--- src/rtl/ectm_pkg.sv ---
// ectm_pkg: shared types, keyword table and codes of the error text category matcher
// used by ectm_front, ectm_queue, ectm_back and error_text_category_matcher_unit
package ectm_pkg;

  localparam int KEY_COUNT   = 28;
  localparam int KEY_MAX_LEN = 16;
  localparam int GROUP_COUNT = 6;
  localparam int QUEUE_DEPTH = 2;

  typedef logic [KEY_MAX_LEN*8-1:0] key_text_t;

  // text right-justified: last character in the low byte
  localparam key_text_t KEY_TEXT [KEY_COUNT] = '{
    "connection", "timeout", "unreachable", "network", "dns",
    "permission", "access denied", "unauthorized", "forbidden", "authentication",
    "config", "invalid resource", "not found", "does not exist", "missing",
    "memory", "disk", "space", "quota", "limit",
    "syntax", "parse", "invalid", "format",
    "build", "compile", "dependency", "package"
  };

  localparam logic [4:0] KEY_LEN [KEY_COUNT] = '{
    5'd10, 5'd7, 5'd11, 5'd7, 5'd3,
    5'd10, 5'd13, 5'd12, 5'd9, 5'd14,
    5'd6, 5'd16, 5'd9, 5'd14, 5'd7,
    5'd6, 5'd4, 5'd5, 5'd5, 5'd5,
    5'd6, 5'd5, 5'd7, 5'd6,
    5'd5, 5'd7, 5'd10, 5'd7
  };

  localparam logic [2:0] KEY_GROUP [KEY_COUNT] = '{
    3'd0, 3'd0, 3'd0, 3'd0, 3'd0,
    3'd1, 3'd1, 3'd1, 3'd1, 3'd1,
    3'd2, 3'd2, 3'd2, 3'd2, 3'd2,
    3'd3, 3'd3, 3'd3, 3'd3, 3'd3,
    3'd4, 3'd4, 3'd4, 3'd4,
    3'd5, 3'd5, 3'd5, 3'd5
  };

  typedef enum logic [2:0] {
    KIND_OTHER = 3'd0,
    KIND_LINT  = 3'd1,
    KIND_TYPE  = 3'd2,
    KIND_BUILD = 3'd3,
    KIND_TEST  = 3'd4
  } kind_t;

  typedef enum logic [2:0] {
    CAT_NETWORK    = 3'd0,
    CAT_PERMISSION = 3'd1,
    CAT_CONFIG     = 3'd2,
    CAT_RESOURCE   = 3'd3,
    CAT_SYNTAX     = 3'd4,
    CAT_BUILD      = 3'd5,
    CAT_TEST_LOGIC = 3'd6,
    CAT_UNKNOWN    = 3'd7
  } cat_t;

  // one finished message handed from front to back
  typedef struct packed {
    kind_t                  kind;
    logic [GROUP_COUNT-1:0] groups;
  } msg_entry_t;

  function automatic key_text_t key_mask(input logic [4:0] len);
    key_text_t m;
    m = '0;
    for (int i = 0; i < KEY_MAX_LEN; i++) begin
      if (i < int'(len)) m[i*8 +: 8] = 8'hff;
    end
    return m;
  endfunction

endpackage

--- src/rtl/ectm_front.sv ---
// ectm_front: lowercases bytes, keeps the byte window and sticky keyword hits,
// and emits one summary per message; depends on ectm_pkg
module ectm_front import ectm_pkg::*; #(
  parameter int WINDOW_BYTES = 16
) (
  input  logic       clk,
  input  logic       rst,
  input  logic       s_axis_tvalid,
  output logic       s_axis_tready,
  input  logic [7:0] s_axis_tdata,   // message_byte
  input  logic       s_axis_tlast,   // end_of_message
  input  logic [3:0] s_axis_tuser,   // byte_present, event_kind
  input  logic       push_ready,
  output logic       push,
  output msg_entry_t push_entry
);

  logic [WINDOW_BYTES-2:0][7:0] hist;
  logic [KEY_COUNT-1:0]         hits;
  logic [KEY_COUNT-1:0]         match;
  logic [KEY_COUNT-1:0]         hits_next;
  logic [KEY_MAX_LEN-1:0][7:0]  window;
  logic [7:0]                   cur;
  logic                         present;
  logic                         accept;
  logic [2:0]                   kind_raw;

  assign present       = s_axis_tuser[0];
  assign kind_raw      = s_axis_tuser[3:1];
  assign s_axis_tready = push_ready;
  assign accept        = s_axis_tvalid && s_axis_tready;
  assign push          = accept && s_axis_tlast;

  assign cur    = (s_axis_tdata inside {[8'h41:8'h5a]}) ? s_axis_tdata + 8'd32 : s_axis_tdata;
  assign window = {hist[KEY_MAX_LEN-2:0], cur};

  always_comb begin
    for (int k = 0; k < KEY_COUNT; k++) begin
      match[k] = ((window ^ KEY_TEXT[k]) & key_mask(KEY_LEN[k])) == '0;
    end
    hits_next = present ? (hits | match) : hits;
  end

  always_comb begin
    push_entry.groups = '0;
    for (int k = 0; k < KEY_COUNT; k++) begin
      if (hits_next[k]) push_entry.groups[KEY_GROUP[k]] = 1'b1;
    end
    push_entry.kind = (kind_raw inside {[3'd0:3'd4]}) ? kind_t'(kind_raw) : KIND_OTHER;
  end

  always_ff @(posedge clk) begin
    if (rst) begin
      hist <= '0;
      hits <= '0;
    end else if (accept) begin
      if (s_axis_tlast) begin
        hist <= '0;
        hits <= '0;
      end else if (present) begin
        hist <= {hist[WINDOW_BYTES-3:0], cur};
        hits <= hits_next;
      end
    end
  end

  a_clear_on_end: assert property (@(posedge clk) disable iff (rst)
    push |=> (hits == '0 && hist == '0))
    else $error("window or hits not cleared after end of message");

endmodule

--- src/rtl/ectm_queue.sv ---
// ectm_queue: short fifo of message summaries between front and back
// depends on ectm_pkg
module ectm_queue import ectm_pkg::*; (
  input  logic       clk,
  input  logic       rst,
  input  logic       push,
  input  msg_entry_t push_entry,
  output logic       push_ready,
  input  logic       pop,
  output logic       pop_valid,
  output msg_entry_t pop_entry
);

  localparam int PTR_W = $clog2(QUEUE_DEPTH);

  msg_entry_t             mem [QUEUE_DEPTH];
  logic [PTR_W-1:0]       wr_ptr;
  logic [PTR_W-1:0]       rd_ptr;
  logic [PTR_W:0]         count;

  assign push_ready = count != (PTR_W+1)'(QUEUE_DEPTH);
  assign pop_valid  = count != '0;
  assign pop_entry  = mem[rd_ptr];

  always_ff @(posedge clk) begin
    if (push) mem[wr_ptr] <= push_entry;
  end

  always_ff @(posedge clk) begin
    if (rst) begin
      wr_ptr <= '0;
      rd_ptr <= '0;
      count  <= '0;
    end else begin
      if (push) wr_ptr <= (wr_ptr == PTR_W'(QUEUE_DEPTH-1)) ? '0 : wr_ptr + 1'b1;
      if (pop)  rd_ptr <= (rd_ptr == PTR_W'(QUEUE_DEPTH-1)) ? '0 : rd_ptr + 1'b1;
      if (push && !pop)      count <= count + 1'b1;
      else if (pop && !push) count <= count - 1'b1;
    end
  end

  a_no_overflow: assert property (@(posedge clk) disable iff (rst)
    push |-> push_ready)
    else $error("push into full queue");

  a_no_underflow: assert property (@(posedge clk) disable iff (rst)
    pop |-> pop_valid)
    else $error("pop from empty queue");

  a_count_range: assert property (@(posedge clk) disable iff (rst)
    count <= (PTR_W+1)'(QUEUE_DEPTH))
    else $error("queue count out of range");

endmodule

--- src/rtl/ectm_back.sv ---
// ectm_back: turns a message summary into a category by fixed priority
// and holds it in the output register; depends on ectm_pkg
module ectm_back import ectm_pkg::*; (
  input  logic       clk,
  input  logic       rst,
  input  logic       pop_valid,
  input  msg_entry_t pop_entry,
  output logic       pop,
  output logic       m_axis_tvalid,
  input  logic       m_axis_tready,
  output logic [7:0] m_axis_tdata    // category
);

  cat_t category;
  cat_t cat_next;

  always_comb begin
    if (pop_entry.groups[0])      cat_next = CAT_NETWORK;
    else if (pop_entry.groups[1]) cat_next = CAT_PERMISSION;
    else if (pop_entry.groups[2]) cat_next = CAT_CONFIG;
    else if (pop_entry.groups[3]) cat_next = CAT_RESOURCE;
    else if (pop_entry.groups[4] || pop_entry.kind == KIND_LINT || pop_entry.kind == KIND_TYPE)
      cat_next = CAT_SYNTAX;
    else if (pop_entry.groups[5] || pop_entry.kind == KIND_BUILD)
      cat_next = CAT_BUILD;
    else if (pop_entry.kind == KIND_TEST)
      cat_next = CAT_TEST_LOGIC;
    else
      cat_next = CAT_UNKNOWN;
  end

  assign pop          = pop_valid && (!m_axis_tvalid || m_axis_tready);
  assign m_axis_tdata = {5'd0, category};

  always_ff @(posedge clk) begin
    if (rst) begin
      m_axis_tvalid <= 1'b0;
    end else if (pop) begin
      m_axis_tvalid <= 1'b1;
    end else if (m_axis_tready) begin
      m_axis_tvalid <= 1'b0;
    end
  end

  always_ff @(posedge clk) begin
    if (pop) category <= cat_next;
  end

endmodule

--- src/rtl/error_text_category_matcher_unit.sv ---
// error_text_category_matcher_unit: top level of the error text category matcher
// an end-of-message summary is queued, then its category goes into the output register
// one request per cycle unless the queue is full; window keyword compare is combinational
// a two-entry summary queue lets input and output stall independently
// reset (rst, synchronous): window and hits cleared, queue and output emptied
// depends on ectm_pkg, ectm_front, ectm_queue, ectm_back
module error_text_category_matcher_unit import ectm_pkg::*; #(
  parameter int WINDOW_BYTES = 16
) (
  input  logic       clk,
  input  logic       rst,
  input  logic       s_axis_tvalid,
  output logic       s_axis_tready,
  input  logic [7:0] s_axis_tdata,   // message_byte
  input  logic       s_axis_tlast,   // end_of_message
  input  logic [3:0] s_axis_tuser,   // byte_present, event_kind[2:0]
  output logic       m_axis_tvalid,
  input  logic       m_axis_tready,
  output logic [7:0] m_axis_tdata    // category[2:0], zero fill
);

  logic       push;
  logic       push_ready;
  msg_entry_t push_entry;
  logic       pop;
  logic       pop_valid;
  msg_entry_t pop_entry;

  ectm_front #(.WINDOW_BYTES(WINDOW_BYTES)) u_front (
    .clk           (clk),
    .rst           (rst),
    .s_axis_tvalid (s_axis_tvalid),
    .s_axis_tready (s_axis_tready),
    .s_axis_tdata  (s_axis_tdata),
    .s_axis_tlast  (s_axis_tlast),
    .s_axis_tuser  (s_axis_tuser),
    .push_ready    (push_ready),
    .push          (push),
    .push_entry    (push_entry)
  );

  ectm_queue u_queue (
    .clk        (clk),
    .rst        (rst),
    .push       (push),
    .push_entry (push_entry),
    .push_ready (push_ready),
    .pop        (pop),
    .pop_valid  (pop_valid),
    .pop_entry  (pop_entry)
  );

  ectm_back u_back (
    .clk           (clk),
    .rst           (rst),
    .pop_valid     (pop_valid),
    .pop_entry     (pop_entry),
    .pop           (pop),
    .m_axis_tvalid (m_axis_tvalid),
    .m_axis_tready (m_axis_tready),
    .m_axis_tdata  (m_axis_tdata)
  );

endmodule

--- config.mk ---
export PLATFORM = sky130hd
export DESIGN_NAME = error_text_category_matcher_unit
export DESIGN_NICKNAME = d
export VERILOG_FILES = /design/src/rtl/ectm_pkg.sv /design/src/rtl/ectm_front.sv /design/src/rtl/ectm_queue.sv /design/src/rtl/ectm_back.sv /design/src/rtl/error_text_category_matcher_unit.sv
export SDC_FILE = /design/constraint.sdc
export NUM_CORES = 1
export LEC_CHECK = 0
export BUFFER_PORTS_ARGS = -buffer_cell sky130_fd_sc_hd__buf_2
export CELL_PAD_IN_SITES_DETAIL_PLACEMENT = 1
export CELL_PAD_IN_SITES_GLOBAL_PLACEMENT = 1
export CORE_MARGIN = 2
export CORE_UTILIZATION = 40
export CTS_CLUSTER_DIAMETER = 30
export DETAILED_ROUTE_END_ITERATION = 6
export HOLD_SLACK_MARGIN = 0.08
export PLACE_DENSITY_LB_ADDON = 0.1
export REMOVE_ABC_BUFFERS = 1
export SYNTH_ARGS = -nofsm -noshare
export SYNTH_HDL_FRONTEND = slang
export SYNTH_HIERARCHICAL = 1
export SYNTH_SLANG_ARGS = --single-unit
--- constraint.sdc ---
create_clock -name clk -period 7 [get_ports clk]
set_input_delay 0.7 -clock clk [delete_from_list [all_inputs] [get_ports clk]]
set_output_delay 0.7 -clock clk [all_outputs]
set_load 0.01 [all_outputs]
### Word level (Yosys, flattened, before mapping)

Memory sizes are Yosys's and may differ from the RTL's. A register that Yosys moved wholly into a read port is not among the register bits.
Cells that the tools add are included.
W data, S select, Z words.

* add/subtract/negate cells: 5
* order comparisons: 4
* eq/ne operators: 5
* multiplexer cells: 51
* bitwise gates (word level): 29
* reductions and logical operators: 49

Operators with widths (count)
* $logic_not A128 Y1: 28
* $mux W120: 2
* $mux W28: 3
* $not A65 Y65: 1
* $not A58 Y58: 1
* $not A19 Y19: 3
* $not A28 Y28: 2
* $not A56 Y56: 1
* $not A26 Y26: 2
* $not A51 Y51: 1
* $not A49 Y49: 1
* $not A47 Y47: 1
* $not A45 Y45: 1
* $not A42 Y42: 1
* $not A40 Y40: 1
* $not A39 Y39: 1
* $mux W1: 38
* $not A36 Y36: 1
* $not A34 Y34: 1
* $not A33 Y33: 1
* $not A32 Y32: 1
* $not A30 Y30: 1
* $not A29 Y29: 1
* $or A28 B28 Y28: 1
* other kinds (27): 48

* register bits: 156
* RAM bits: 18
* bits of input ports: 17
* output and inout bits: 10
* logic and storage cells: 167
* memories kept: 1

Memories
* u_queue.mem: depth 2, bits a word 9, read ports 1, clocked after Yosys merged registers in 1, wr ports 1, line ectm_queue.sv:16 `msg_entry_t mem [QUEUE_DEPTH];`

### Longest topological paths before layout

Gate-level depths: netlist of run 1.

* depth in word-level cells: 12
* mapped depth: 8
* depth with buffers taken out: 7

### Hierarchy

The synthesis of run 1 kept the hierarchy.

By module, submodules not included
* ectm_front: times used 1, cells an instance 884, area an instance 7363.3 sq um, sequential area each 2962.8 sq um
* ectm_queue: times used 1, cells an instance 50, area an instance 854.6 sq um, sequential area each 640.6 sq um
* ectm_back: times used 1, cells an instance 27, area an instance 255.2 sq um, sequential area each 110.1 sq um

### Worst setup path after synthesis of run 1

No wires, ideal clock.

* path type: input to register
* start: in s_axis_tdata[2]
* end: mem u_queue/mem[0][1] (netlist bit), data pin
* setup time: 270 ps
* arrival time: 2428 ps
* required time: 6730 ps
* path slack: 4302 ps
* stages: 7
* path buffers: 1
* path through: clkbuf_2 or4_4 o221ai_4 a211oi_1 a41oi_1 nand3_1 or3_1

RTL lines
* from (decl): line error_text_category_matcher_unit.sv:14 `input logic [7:0] s_axis_tdata,`
* to (decl): line ectm_queue.sv:16

### Final worst setup path of run 1

* start: reg u_queue.count[0]
* end: reg u_front/hist[5] (netlist bit)

* longest elaborated chain between the ends: 3

RTL lines
* from (decl): line ectm_queue.sv:19 `logic [PTR_W:0] count;`
* from (signal assigned): line ectm_queue.sv:37 `if (push && !pop) count <= count + 1'b1;`
* from (signal assigned): line ectm_queue.sv:38 `else if (pop && !push) count <= count - 1'b1;`
* $ne A2 B2 Y1: line ectm_queue.sv:21 `assign push_ready = count != (PTR_W+1)'(QUEUE_DEPTH);`
* $logic_and A1 B1 Y1: line ectm_front.sv:31 `assign accept = s_axis_tvalid && s_axis_tready;`
* $reduce_and A2 Y1 (no line)
* to (signal assigned): line ectm_front.sv:61 `hist <= {hist[WINDOW_BYTES-3:0], cur};`
* to (decl): line ectm_front.sv:18 `logic [WINDOW_BYTES-2:0][7:0] hist;`

Every way passes these cells.
A chain may end at the register's enable or synchronous reset.

==> key figures, run 1 <==
Run status
  – Status: complete, no violations

Synthesis
  – Synth Area in Simple Gates: 33.9%
  – Area contributors post-synth: dfxtp_1 (36%), a22oi_1 (10%), nor2_1 (7.8%), edfxtp_1 (7.4%), nor4_1 (2.8%)
  – Synth area leader: dfxtp_1
  – Post-synth top area share: 36.4%
  – Syn Inst Count: 961
  – Synth async-reset ratio: 0%
  – Synth cell types: 65
  – Xor and xnor area share after synthesis: 0.413%
  – Register bit total from synthesis: 175
  – Synthesized area: 8470 µm²
  – Register area share after synthesis: 43.8%
  – Mux cell area share after synthesis: 1.20%
  – Synth warnings: 6
  – Avg Cell Area, Syn: 8.82 µm²
  – Largest family of logic cells by synthesized area: simple AND/OR/NAND/NOR gates
  – Post-Synth Adder-Cell Area: 0.295%
  – Post-synth EDFFs: 21
  – Top FF cell, synth: dfxtp_1
  – Post-synthesis compound-gate area fraction: 16.2%

STA
  – Max_slew headroom: 26.4%
  – RSZ-0062 raised after global routing: false
  – Worst-Margin Slew: 1.09 ns
  – Shortest period the worst path allows: 3.23 ns
  – Final Max Tran Viols: 0
  – Final worst path period share: 46.2%
  – Hold Violations, Final: 0
  – Fin Setup TNS: 0 ns
  – Fmax: 0.309 GHz
  – Worst-case clock skew: 0.0119 ns
  – Endpoints failing setup: 0
  – Hold slack: 0.460 ns

Global routing
  – Vias in the first global route: 7791
  – Remaining Overflow, GRT: 0
  – Global-route wire length before repair: 48.1 mm
  – Initial antenna violation count: 0
  – GRT Total Usage: 28.5%
  – Pin count of the biggest net entering global routing: 84

Die
  – Core Footprint: 20900 µm²
  – Die Span X: 150 µm
  – Site row count: 53
  – I/O Pins: 27
  – DIE AREA: 22400 µm²
  – Die outline height: 150 µm
  – Initial Util: 40.6%

Route
  – Routed Antenna Nets: 0
  – Total number of vias: 7872
  – Routed vias/inst: 6.42
  – DRT Pass-1 Iters: 5
  – WL/cell: 25.4 µm
  – Iter 0 DRT Violations: 806
  – Post-route DRC: 0
  – Final wirelength: 31.1 mm

Worst hold path
  – Hold depth: 2
  – Worst hold-check path type: register to register
  – Min-delay src: u_front/hits[24]$_SDFFE_PP0P_
  – Worst Hold Path EP: u_front/hits[24]$_SDFFE_PP0P_

Setup path
  – Setup CP Type: register to register
  – Worst reg2reg path depth: 6
  – R2R setup slack: 3.77 ns
  – CP max FO: 83
  – Setup crit end kind: register
  – Crit path required time: 7.35 ns
  – Startpoint Class: register
  – Worst r2r src: u_queue/count[0]$_SDFFE_PP0P_
  – CP Data Arrival Time: 3.59 ns
  – FF-to-FF End: u_front/hist[5]$_SDFFE_PP0P_

Finish
  – Layout area overhead: 9.82%
  – Fill cells: 2431
  – Share of layout cells above drive strength 1: 8.52%
  – ANT cells: 0
  – Fin cells: 1226
  – # nets final: 957

Clocking
  – H-tree Lvls: 4
  – CTS clock-pin slew for the worst setup and hold paths: 0.08 ns
  – Clock sink count: 175
  – Worst skew pair latency: 0.43 ns
  – Post_cts resized: 0
  – Post-CTS Setup Bufs: 0
  – Clock tree buffer depth: 2
  – CTS buffer count: 17
  – Hold buffer count at cts: 0
  – CTS tree: yes
  – Clk root buf: clkbuf_16

Flow run
  – Max-cap viol count: 0

Place
  – GP Congestion: 0.953
  – Dpl hpwl: 22.6 mm
  – Placed instance count: 1194
  – Port Buffers: 21

Power and ir drop
  – Leak: 2.96 nW
  – Power density over the cells: 245 nW/µm²
  – Worst IR Drop VDD: 0.000141 V
synth_stat cells (6+ instances only):
cell / n
a211oi_1: 6
a21oi_1: 14
a22oi_1: 117
and2_1: 7
and3_1: 6
and4_1: 8
and4b_1: 10
buf_4: 6
clkbuf_1: 58
dfxtp_1: 154
edfxtp_1: 21
inv_1: 6
mux2_1: 9
nand2_1: 30
nand2b_1: 10
nand3_1: 29
nand3b_1: 10
nand4_1: 36
nand4b_1: 19
nor2_1: 177
nor2b_1: 19
nor3_1: 22
nor3b_1: 8
nor4_1: 38
nor4b_1: 12
nor4bb_1: 12
o21a_1: 11
o21ai_0: 13
or3_1: 8
or4_1: 14
how the worst max path moves through the flow:
| stage | to | slack [ns] | startpoint |
|---|---|---|---|
| after floorplan | u_front/hist[5]$_SDFFE_PP0P_ | 1.56 | s_axis_tvalid |
| after global placement | u_front/hist[5]$_SDFFE_PP0P_ | 3.55 | s_axis_tuser[0] |
| after detailed placement | u_front/hist[5]$_SDFFE_PP0P_ | 3.44 | s_axis_tuser[0] |
| after CTS | u_front/hist[5]$_SDFFE_PP0P_ | 3.74 | u_queue/count[0]$_SDFFE_PP0P_ |
| after global routing | u_front/hist[5]$_SDFFE_PP0P_ | 3.45 | u_queue/count[0]$_SDFFE_PP0P_ |
| final | u_front/hist[5]$_SDFFE_PP0P_ | 3.77 | u_queue/count[0]$_SDFFE_PP0P_ |
logic make-up (layout without fill, tap and decap cells):
logic type	count (synthesis)	count (layout)
other	1	5
muxes	9	9
and+or+nand+nor	501	501
DFF	175	175
xor gates and xnor gates	4	4
buffers and inverters	82	68
adders and majority gates	2	2
AOI/OAI and AO/OA	187	187
layout by cell type (no fill, tap or decap), types with 11 or more instances in the layout:
master	Yosys	layout
or4_1	14	14
nor3_1	22	22
nor4_1	38	38
buf_2	5	20
edfxtp_1	21	21
clkbuf_16	0	17
nor4b_1	12	12
nand4b_1	19	19
o21a_1	11	11
nor2b_1	19	19
nand3_1	29	29
nand4_1	36	36
dfxtp_1	154	154
nand2_1	30	30
nor4bb_1	12	12
a21oi_1	14	14
o21ai_0	13	13
nor2_1	177	175
a22oi_1	117	117
per-stage QoR:
step           setup WS (ns)  power [W]  util (%)  cell area (µm²)
2_1_floorplan           1.56    0.00123         -             8170
3_3_place_gp            3.55    0.00131      41.6             8690
4_1_cts                 3.74    0.00230      44.5             9310
6_report                3.77    0.00228      44.5             9310
3_5_place_dp            3.44    0.00132      41.6             8690
5_1_grt                 3.45    0.00237      44.5             9310
flip-flops by register name (all words and copies together), names as in the netlist, named ones only:
register              flops
u_front/hist            120
u_front/hits             28
u_queue/mem              18
u_back/category           3
u_queue/count             2
u_back/m_axis_tvalid      1
u_queue/rd_ptr            1
u_queue/wr_ptr            1
final cells by class:
cell class | instances | area [µm²] | share of cell area [%]
multi-input cells | 708 | 4440 | 47.7
inverters | 7 | 26.3 | 0.282
clock buffers | 17 | 425 | 4.57
flip-flops and latches | 175 | 3710 | 39.9
repair buffers | 29 | 168 | 1.80
well taps | 275 | 344 | 3.70
clock inverters | 15 | 185 | 1.99
report_power, final:
part / total, W / internal, W / switching [W]
clock: 0.000978 / 0.000500 / 0.000477
combinational: 0.000231 / 0.0000706 / 0.000160
sequential: 0.00107 / 0.00105 / 0.0000234
worst max-delay path: stages, from the launching register on:
cell and delay (ns):
dfxtp_1 0.39, nand2b_1 0.22, nand3_1 0.41, nor2_4 0.81, buf_4 0.78, o21ai_0 0.22
a21oi_1 0.22
per-layer routing:
metal	vias up	track usage [%]	part of all wire, %
li1	3594	-	-
met1	3974	40.1	46
met2	260	43.5	45
met3	44	5.40	5.5
met4	0	10.3	2.7
met5	-	0	0
No activity file was read; power rests on OpenSTA's default activity.
==> run 2, diff against run 1 <==
Settings changed: ABC_AREA set to 1.
Clock period 7 ns to 2.8 ns, I/O delays scaled along.
==> run 2 against run 1 <==
Routed wire length down 4.8%; highest routed layer unchanged; die area up 7.3%; register-to-register slack lost 3.3 ns; critical endpoint is now u_front/hist[32]$_SDFFE_PP0P_.
==> key figures, run 2 <==
Die
  – Initial Util: 40.5% (-0.074 points)
  – Die outline height: 155 µm (+3.6%)
  – Site row count: 55 (+3.8%)
  – DIE AREA: 24000 µm² (+7.3%)
  – Core Footprint: 22500 µm² (+7.7%)
  – I/O Pins: 27 (unchanged)
  – Die Span X: 155 µm (+3.6%)

Global routing
  – Pin count of the biggest net entering global routing: 82 (-2.4%)
  – Global-route wire length before repair: 47.6 mm (-1.1%)
  – GRT Total Usage: 25.3% (-3.2 points)
  – Initial antenna violation count: 0 (unchanged)
  – Vias in the first global route: 8887 (+14%)
  – Remaining Overflow, GRT: 0 (unchanged)

Clocking
  – Clock sink count: 175 (unchanged)
  – Clock tree buffer depth: 2 (unchanged)
  – Post-CTS Setup Bufs: 0 (unchanged)
  – CTS buffer count: 17 (unchanged)
  – Worst skew pair latency: 0.43 ns (about the same)
  – CTS clock-pin slew for the worst setup and hold paths: 0.07 ns (about the same)
  – H-tree Lvls: 4 (unchanged)
  – Post_cts resized: 0 (unchanged)
  – Hold buffer count at cts: 1 (+1)
  – Clk root buf: clkbuf_16
  – CTS tree: yes

Synthesis
  – Synthesized area: 9110 µm² (+7.5%)
  – Register area share after synthesis: 40.8% (-3.1 points)
  – Register bit total from synthesis: 175 (unchanged)
  – Synth warnings: 6 (unchanged)
  – Synth area leader: dfxtp_1
  – Most numerous cell in the Yosys netlist: nand2_1
  – Syn Inst Count: 1368 (+42%)
  – Avg Cell Area, Syn: 6.66 µm² (-24%)
  – Post-synth EDFFs: 21 (unchanged)
  – Synth cell types: 44 (-32%)
  – Area contributors post-synth: dfxtp_1 (34%), nand2_1 (16%), a21oi_1 (7.7%), nor2_1 (7.5%), edfxtp_1 (6.9%)
  – Top FF cell, synth: dfxtp_1
  – Post-synth top area share: 33.8% (-2.5 points)
  – Synth async-reset ratio: 0% (unchanged)
  – Commonest cells in the netlist: nand2_1 (394), nor2_1 (182), dfxtp_1 (154)

Route
  – Post-route DRC: 0 (unchanged)
  – Total number of vias: 8768 (+11%)
  – Iter 0 DRT Violations: 554 (-31%)
  – Routed vias/inst: 5.26 (-18%)
  – Final wirelength: 29.6 mm (-4.8%)
  – WL/cell: 17.7 µm (-30%)
  – DRT Pass-1 Iters: 5 (unchanged)
  – Routed Antenna Nets: 0 (unchanged)

Setup path
  – CP max FO: 41 (-51%)
  – Setup CP Type: register to register
  – Startpoint Class: register
  – Setup crit end kind: register
  – CP Data Arrival Time: 2.64 ns (-0.95 ns)
  – Crit path required time: 3.14 ns (-4.21 ns)

Power and ir drop
  – Sw Pwr: 0.00172 W (+160%)
  – Worst IR Drop VDD: 0.000382 V (+170%)
  – Int Pwr: 0.00407 W (+150%)
  – Clk pwr share: 39.3% (-3.6 points)
  – Comb power frac: 14.2% (+4.1 points)
  – Final Total Pwr: 0.00579 W (+150%)
  – Power density over the cells: 578 nW/µm² (+140%)
  – Sequential share of power: 46.5% (-0.5 points)
  – Leak: 3.42 nW (+15%)
  – Net Sw Frac: 29.7% (+0.72 points)

Finish
  – Largest register FFs: 120 (unchanged)
  – ANT cells: 0 (unchanged)
  – Most frequent cells in the layout: nand2_1 (394), nor2_1 (181), dfxtp_1 (154), inv_1 (143), a21oi_1 (141)
  – # nets final: 1388 (+45%)
  – Layout area overhead: 9.90% (about the same)
  – Share of layout cells above drive strength 1: 7.96% (-0.56 points)
  – Final core occ: 44.5% (-0.048 points)
  – Most common cell after layout, fill and taps aside: nand2_1
  – Largest register by flop count: u_front/hist
  – Biggest regs: u_front/hist (120), u_front/hits (28), u_queue/mem (18)

Worst hold path
  – Worst hold-check path type: input port to register

Run status
  – Status: complete, no violations

STA
  – Shortest period the worst path allows: 2.30 ns (-0.938 ns)
  – Final Max Tran Viols: 0 (unchanged)
  – Endpoints failing setup: 0 (unchanged)
  – Fin Setup TNS: 0 ns (unchanged)
  – Worst-Margin Slew: 0.725 ns (-0.364 ns)
  – Worst-case clock skew: 0.0100 ns (-0.00184 ns)
  – Hold Violations, Final: 0 (unchanged)
  – Fmax: 0.435 GHz (+41%)
  – RSZ-0062 raised after global routing: false
  – Max_slew headroom: 51.7% (+25 points)
  – Final worst path period share: 82.0% (+36 points)

Flow run
  – Max-cap viol count: 0 (unchanged)

Place
  – GP Congestion: 0.944 (-0.95%)
  – Port Buffers: 21 (unchanged)
  – Dpl hpwl: 22.3 mm (-1.2%)
[run 2: kinds of logic (layout without fill, tap and decap cells)]
logic type	count (synthesis)	in the layout	share of synthesized area (%)
flip-flops	175	175	40.8
XOR/XNOR	2	2	0.192
AND/OR/NAND/NOR	804	804	38.5
buffers and inverters	203	213	8.90
adder cells (fa/ha/maj)	2	2	0.275
multiplexers	9	9	1.48
AO/OA/AOI/OAI	172	172	9.85
other	1	5	0.0412
[run 2: final cells by class]
| class | instances | area (µm²) |
|---|---|---|
| fill | 2964 | 12500 |
| multi-input combinational | 994 | 4610 |
| sequential | 175 | 3710 |
| inverter | 150 | 564 |
| clock buffer | 18 | 429 |
| tap | 285 | 357 |
| timing repair buffer | 31 | 210 |
| clock inverter | 14 | 125 |
[run 2: routing by layer]
metal | vias up | wire length [µm] | GRT usage, %
li1 | 4409 | - | -
met1 | 4172 | 13700 | 33.5
met2 | 154 | 14300 | 43.4
met3 | 33 | 1060 | 3.26
met4 | 0 | 516 | 6.97
met5 | - | 0 | 0
[run 2: stage by stage]
stage / hold WS, ns / setup WS (ns) / instances / cell area (µm²)
3_3_place_gp: 0.455 / 0.535 / 1634 / 9450
5_1_grt: 0.112 / 0.246 / 1667 / 10000
2_1_floorplan: 0.349 / -2.06 / 1319 / 8880
3_5_place_dp: 0.460 / 0.494 / 1634 / 9450
6_report: 0.109 / 0.503 / 1667 / 10000
4_1_cts: 0.0943 / 0.481 / 1667 / 10000
[run 2: path summary, 6_finish.rpt]
check | endpoint | slack (ns) | depth (start not counted) | from
worst max-delay path | u_front/hist[32]$_SDFFE_PP0P_ | 0.50 | 9 | u_queue/count[0]$_SDFFE_PP0P_
worst min register to register | u_front/hist[114]$_SDFFE_PP0P_ | 0.47 | 2 | u_front/hist[114]$_SDFFE_PP0P_
worst min-delay path | u_back/m_axis_tvalid$_SDFFE_PP0P_ | 0.11 | 4 | m_axis_tready
worst max register to register | u_front/hist[32]$_SDFFE_PP0P_ | 0.50 | 9 | u_queue/count[0]$_SDFFE_PP0P_
[run 2: critical path, cell delays in order, from the launching register on]
cell     delay [ns]
dfxtp_1        0.35
inv_2          0.07
nand2_1        0.08
nand2_1        0.11
nor2_4         0.44
inv_1          0.26
nor2_4         0.19
buf_4          0.40
nand2_1        0.12
a21oi_1        0.16
[run 2: power groups by stage]
stage                     sequential (W)  combinational, W  clock [W]
after floorplan                  0.00275          0.000524          0
after global placement           0.00275          0.000809          0
after detailed placement         0.00275          0.000828          0
after CTS                        0.00269          0.000832    0.00234
after global routing             0.00270          0.000917    0.00244
final                            0.00269          0.000823    0.00227
==> run 3, diff against run 2 <==
Clock period 2.8 ns to 2.1 ns, I/O delays scaled along.
==> run 3 against run 2 <==
Clock skew is 0.00050 ns higher; clock power rose by 32%; fmax is 14% higher; flip-flop and latch count is the same; total power grew 35%; register-to-register slack lost 0.42 ns; clock-buffer cell count grew 3; routed wire length increased by 6.0%; utilization is 2.6 points higher; via count up 3.9%; first-iteration DRC count up 15%; critical path type unchanged.
==> key figures, run 3 (synthesis gave the netlist of run 2 again) <==
STA
  – Hold slack: 0.0911 ns (-0.0181 ns)
  – Worst-Margin Slew: 0.731 ns (+0.00609 ns)
  – Fmax: 0.496 GHz (+14%)
  – Final worst path period share: 96.0% (+14 points)
  – Worst-case clock skew: 0.0105 ns (+0.000504 ns)
  – Hold Violations, Final: 0 (unchanged)
  – RSZ-0062 raised after global routing: false
  – Max_slew headroom: 51.3% (-0.41 points)
  – Shortest period the worst path allows: 2.02 ns (-0.282 ns)
  – Fin Setup TNS: 0 ns (unchanged)
  – Final Max Tran Viols: 0 (unchanged)
  – Endpoints failing setup: 0 (unchanged)

Setup path
  – Worst r2r src: u_front/hist[35]$_SDFFE_PP0P_
  – Startpoint Class: register
  – Worst path slowest cell: dfxtp_1
  – FF-to-FF End: u_queue/mem[0][1]$_DFFE_PP_
  – R2R setup slack: 0.08 ns (-0.42 ns)
  – Worst reg2reg path depth: 9 (unchanged)
  – Setup crit end kind: register
  – Critical Path, Cell by Cell: nor2_1 > nand3_1 > nor2_1 > nand2_1 > nor3_1 > nand3_1 > nor2_1 > a21oi_1 > nand3_1
  – CP max FO: 6 (-85%)
  – Crit path required time: 2.40 ns (-0.74 ns)
  – CP Data Arrival Time: 2.32 ns (-0.32 ns)
  – Setup CP Type: register to register
  – Max incr delay on CP: 0.37 ns (-0.07 ns)

Global routing
  – Met2 Use GR: 45.9% (+2.5 points)
  – GRT Max-Usage Layer: met2
  – Global-route wire length before repair: 49.7 mm (+4.6%)
  – GR Util met3: 3.62% (+0.36 points)
  – Vias in the first global route: 9236 (+3.9%)
  – Initial antenna violation count: 0 (unchanged)
  – M1 GR Usage: 34.4% (+0.92 points)
  – GRT Total Usage: 26.5% (+1.2 points)
  – Pin count of the biggest net entering global routing: 64 (-22%)
  – Remaining Overflow, GRT: 0 (unchanged)

Finish
  – Largest register FFs: 120 (unchanged)
  – Most frequent cells in the layout: nand2_1 (394), nor2_1 (172), dfxtp_1 (151), inv_1 (143), a21oi_1 (141)
  – Area of the multi-input gates: 4660 µm² (+0.95%)
  – FF/Latch Area: 3720 µm² (+0.10%)
  – Layout area overhead: 16.4%
  – Biggest regs: u_front/hist (120), u_front/hits (28), u_queue/mem (18)
  – Design area: 10600 µm² (+5.9%)
  – ANT cells: 0 (unchanged)
  – Fill cells: 2959 (-0.17%)
  – Share of layout cells above drive strength 1: 12.9% (+4.9 points)
  – Largest register by flop count: u_front/hist
  – Most common cell after layout, fill and taps aside: nand2_1
  – # nets final: 1455 (+4.8%)

Clocking
  – Clock tree buffer depth: 2 (unchanged)
  – Clock sink count: 175 (unchanged)
  – CTS tree: yes
  – CTS clock-pin slew for the worst setup and hold paths: 0.07 ns (about the same)
  – CTS buffer count: 17 (unchanged)
  – Post-CTS Setup Bufs: 0 (unchanged)
  – H-tree Lvls: 4 (unchanged)
  – Clk root buf: clkbuf_16
  – Worst skew pair latency: 0.44 ns (about the same)

Route
  – Routed Antenna Nets: 0 (unchanged)
  – Total number of vias: 9107 (+3.9%)
  – WL/cell: 18.1 µm (+1.9%)
  – Routed vias/inst: 5.25 (-0.15%)
  – Iter 0 DRT Violations: 635 (+15%)
  – Post-route DRC: 0 (unchanged)
  – Final wirelength: 31.4 mm (+6.0%)
  – DRT Pass-1 Iters: 5 (unchanged)

Power and ir drop
  – Power density over the cells: 738 nW/µm² (+28%)
  – Leak: 3.75 nW (+9.9%)
  – Worst IR Drop VDD: 0.000462 V (+21%)

Flow run
  – Max-cap viol count: 0 (unchanged)

Die
  – I/O Pins: 27 (unchanged)
  – Initial Util: 40.5% (unchanged)
  – Core Footprint: 22500 µm² (unchanged)
  – Die outline height: 155 µm (unchanged)
  – Site row count: 55 (unchanged)
  – DIE AREA: 24000 µm² (unchanged)
  – Die Span X: 155 µm (unchanged)

Place
  – Dpl hpwl: 24.0 mm (+7.3%)
  – Post-Place Cell Area: 9970 µm² (+5.5%)
  – Port Buffers: 21 (unchanged)
  – GP Congestion: 0.988 (+4.7%)

Run status
  – Status: complete, no violations

Worst hold path
  – Min-delay src: s_axis_tdata[0]
  – Worst Hold Path EP: u_front/hist[0]$_SDFFE_PP0P_
  – Hold depth: 3 (-1)
  – Worst hold-check path type: input port to register
[run 3: cell count changes in the layout (fill, tap and decap cells not counted), sizes merged]
| cell | change |
|---|---|
| buf | +63 |
| dlygate4sd3 | +4 |
| clkbuf | +3 |
| clkinv | -3 |
| clkinvlp | +2 |
| inv | -2 |
[run 3: worst max-delay path by stage]
stage	slack [ns]	start	to
global route	0.005	u_front/hist[34]$_SDFFE_PP0P_	u_queue/mem[0][2]$_DFFE_PP_
floorplan	-2.76	u_queue/count[0]$_SDFFE_PP0P_	u_front/hits[3]$_SDFFE_PP0P_
CTS	0.01	s_axis_tdata[2]	u_queue/mem[0][0]$_DFFE_PP_
global placement	0.13	u_front/hist[34]$_SDFFE_PP0P_	u_queue/mem[1][2]$_DFFE_PP_
detailed placement	0.10	u_front/hist[34]$_SDFFE_PP0P_	u_queue/mem[0][2]$_DFFE_PP_
finish	0.08	u_front/hist[35]$_SDFFE_PP0P_	u_queue/mem[0][1]$_DFFE_PP_
[run 3: area by class of cell]
type | instances | area share [%]
inverter | 150 | 5.32
tap | 285 | 3.36
sequential | 175 | 35.1
clock buffer | 21 | 4.25
clock inverter | 11 | 0.802
multi-input combinational | 994 | 43.9
timing repair buffer | 98 | 7.29
[run 3: timing repair]
action / in CTS / in global routing
hold endpoints to repair: 6 / 0
hold buffers: 5 / 0
gates resized for setup: 0 / 16
endpoints found under the setup margin: 0 / 20
[run 3: critical path, delay by kind of cell (launching register included)]
kind            cells  cell delay [ns]
simple gates        8             1.39
compound gates      1             0.12
flops               1             0.37
[run 3: metrics by stage]
stage / instances / setup WS (ns) / util, % / total power [W]
floorplan: 1319 / -2.76 / - / 0.00436
global placement: 1697 / 0.129 / 44.3 / 0.00488
detailed placement: 1697 / 0.102 / 44.3 / 0.00491
CTS: 1734 / 0.0142 / 46.9 / 0.00791
global route: 1734 / 0.00453 / 47.1 / 0.00820
finish: 1734 / 0.0849 / 47.1 / 0.00783
[run 3: where the power goes]
group	switching (W)	internal [W]	leakage [nW]	total, W
sequential	0.0000464	0.00350	1.44	0.00355
combinational	0.000813	0.000475	2.06	0.00129
clock	0.00143	0.00156	0.257	0.00299
total	0.00229	0.00554	3.75	0.00783
[run 3: per-layer routing]
layer	up-vias	routed length, µm
met5	-	0
met4	0	684
met3	43	858
met2	151	15200
met1	4376	14600
li1	4537	-
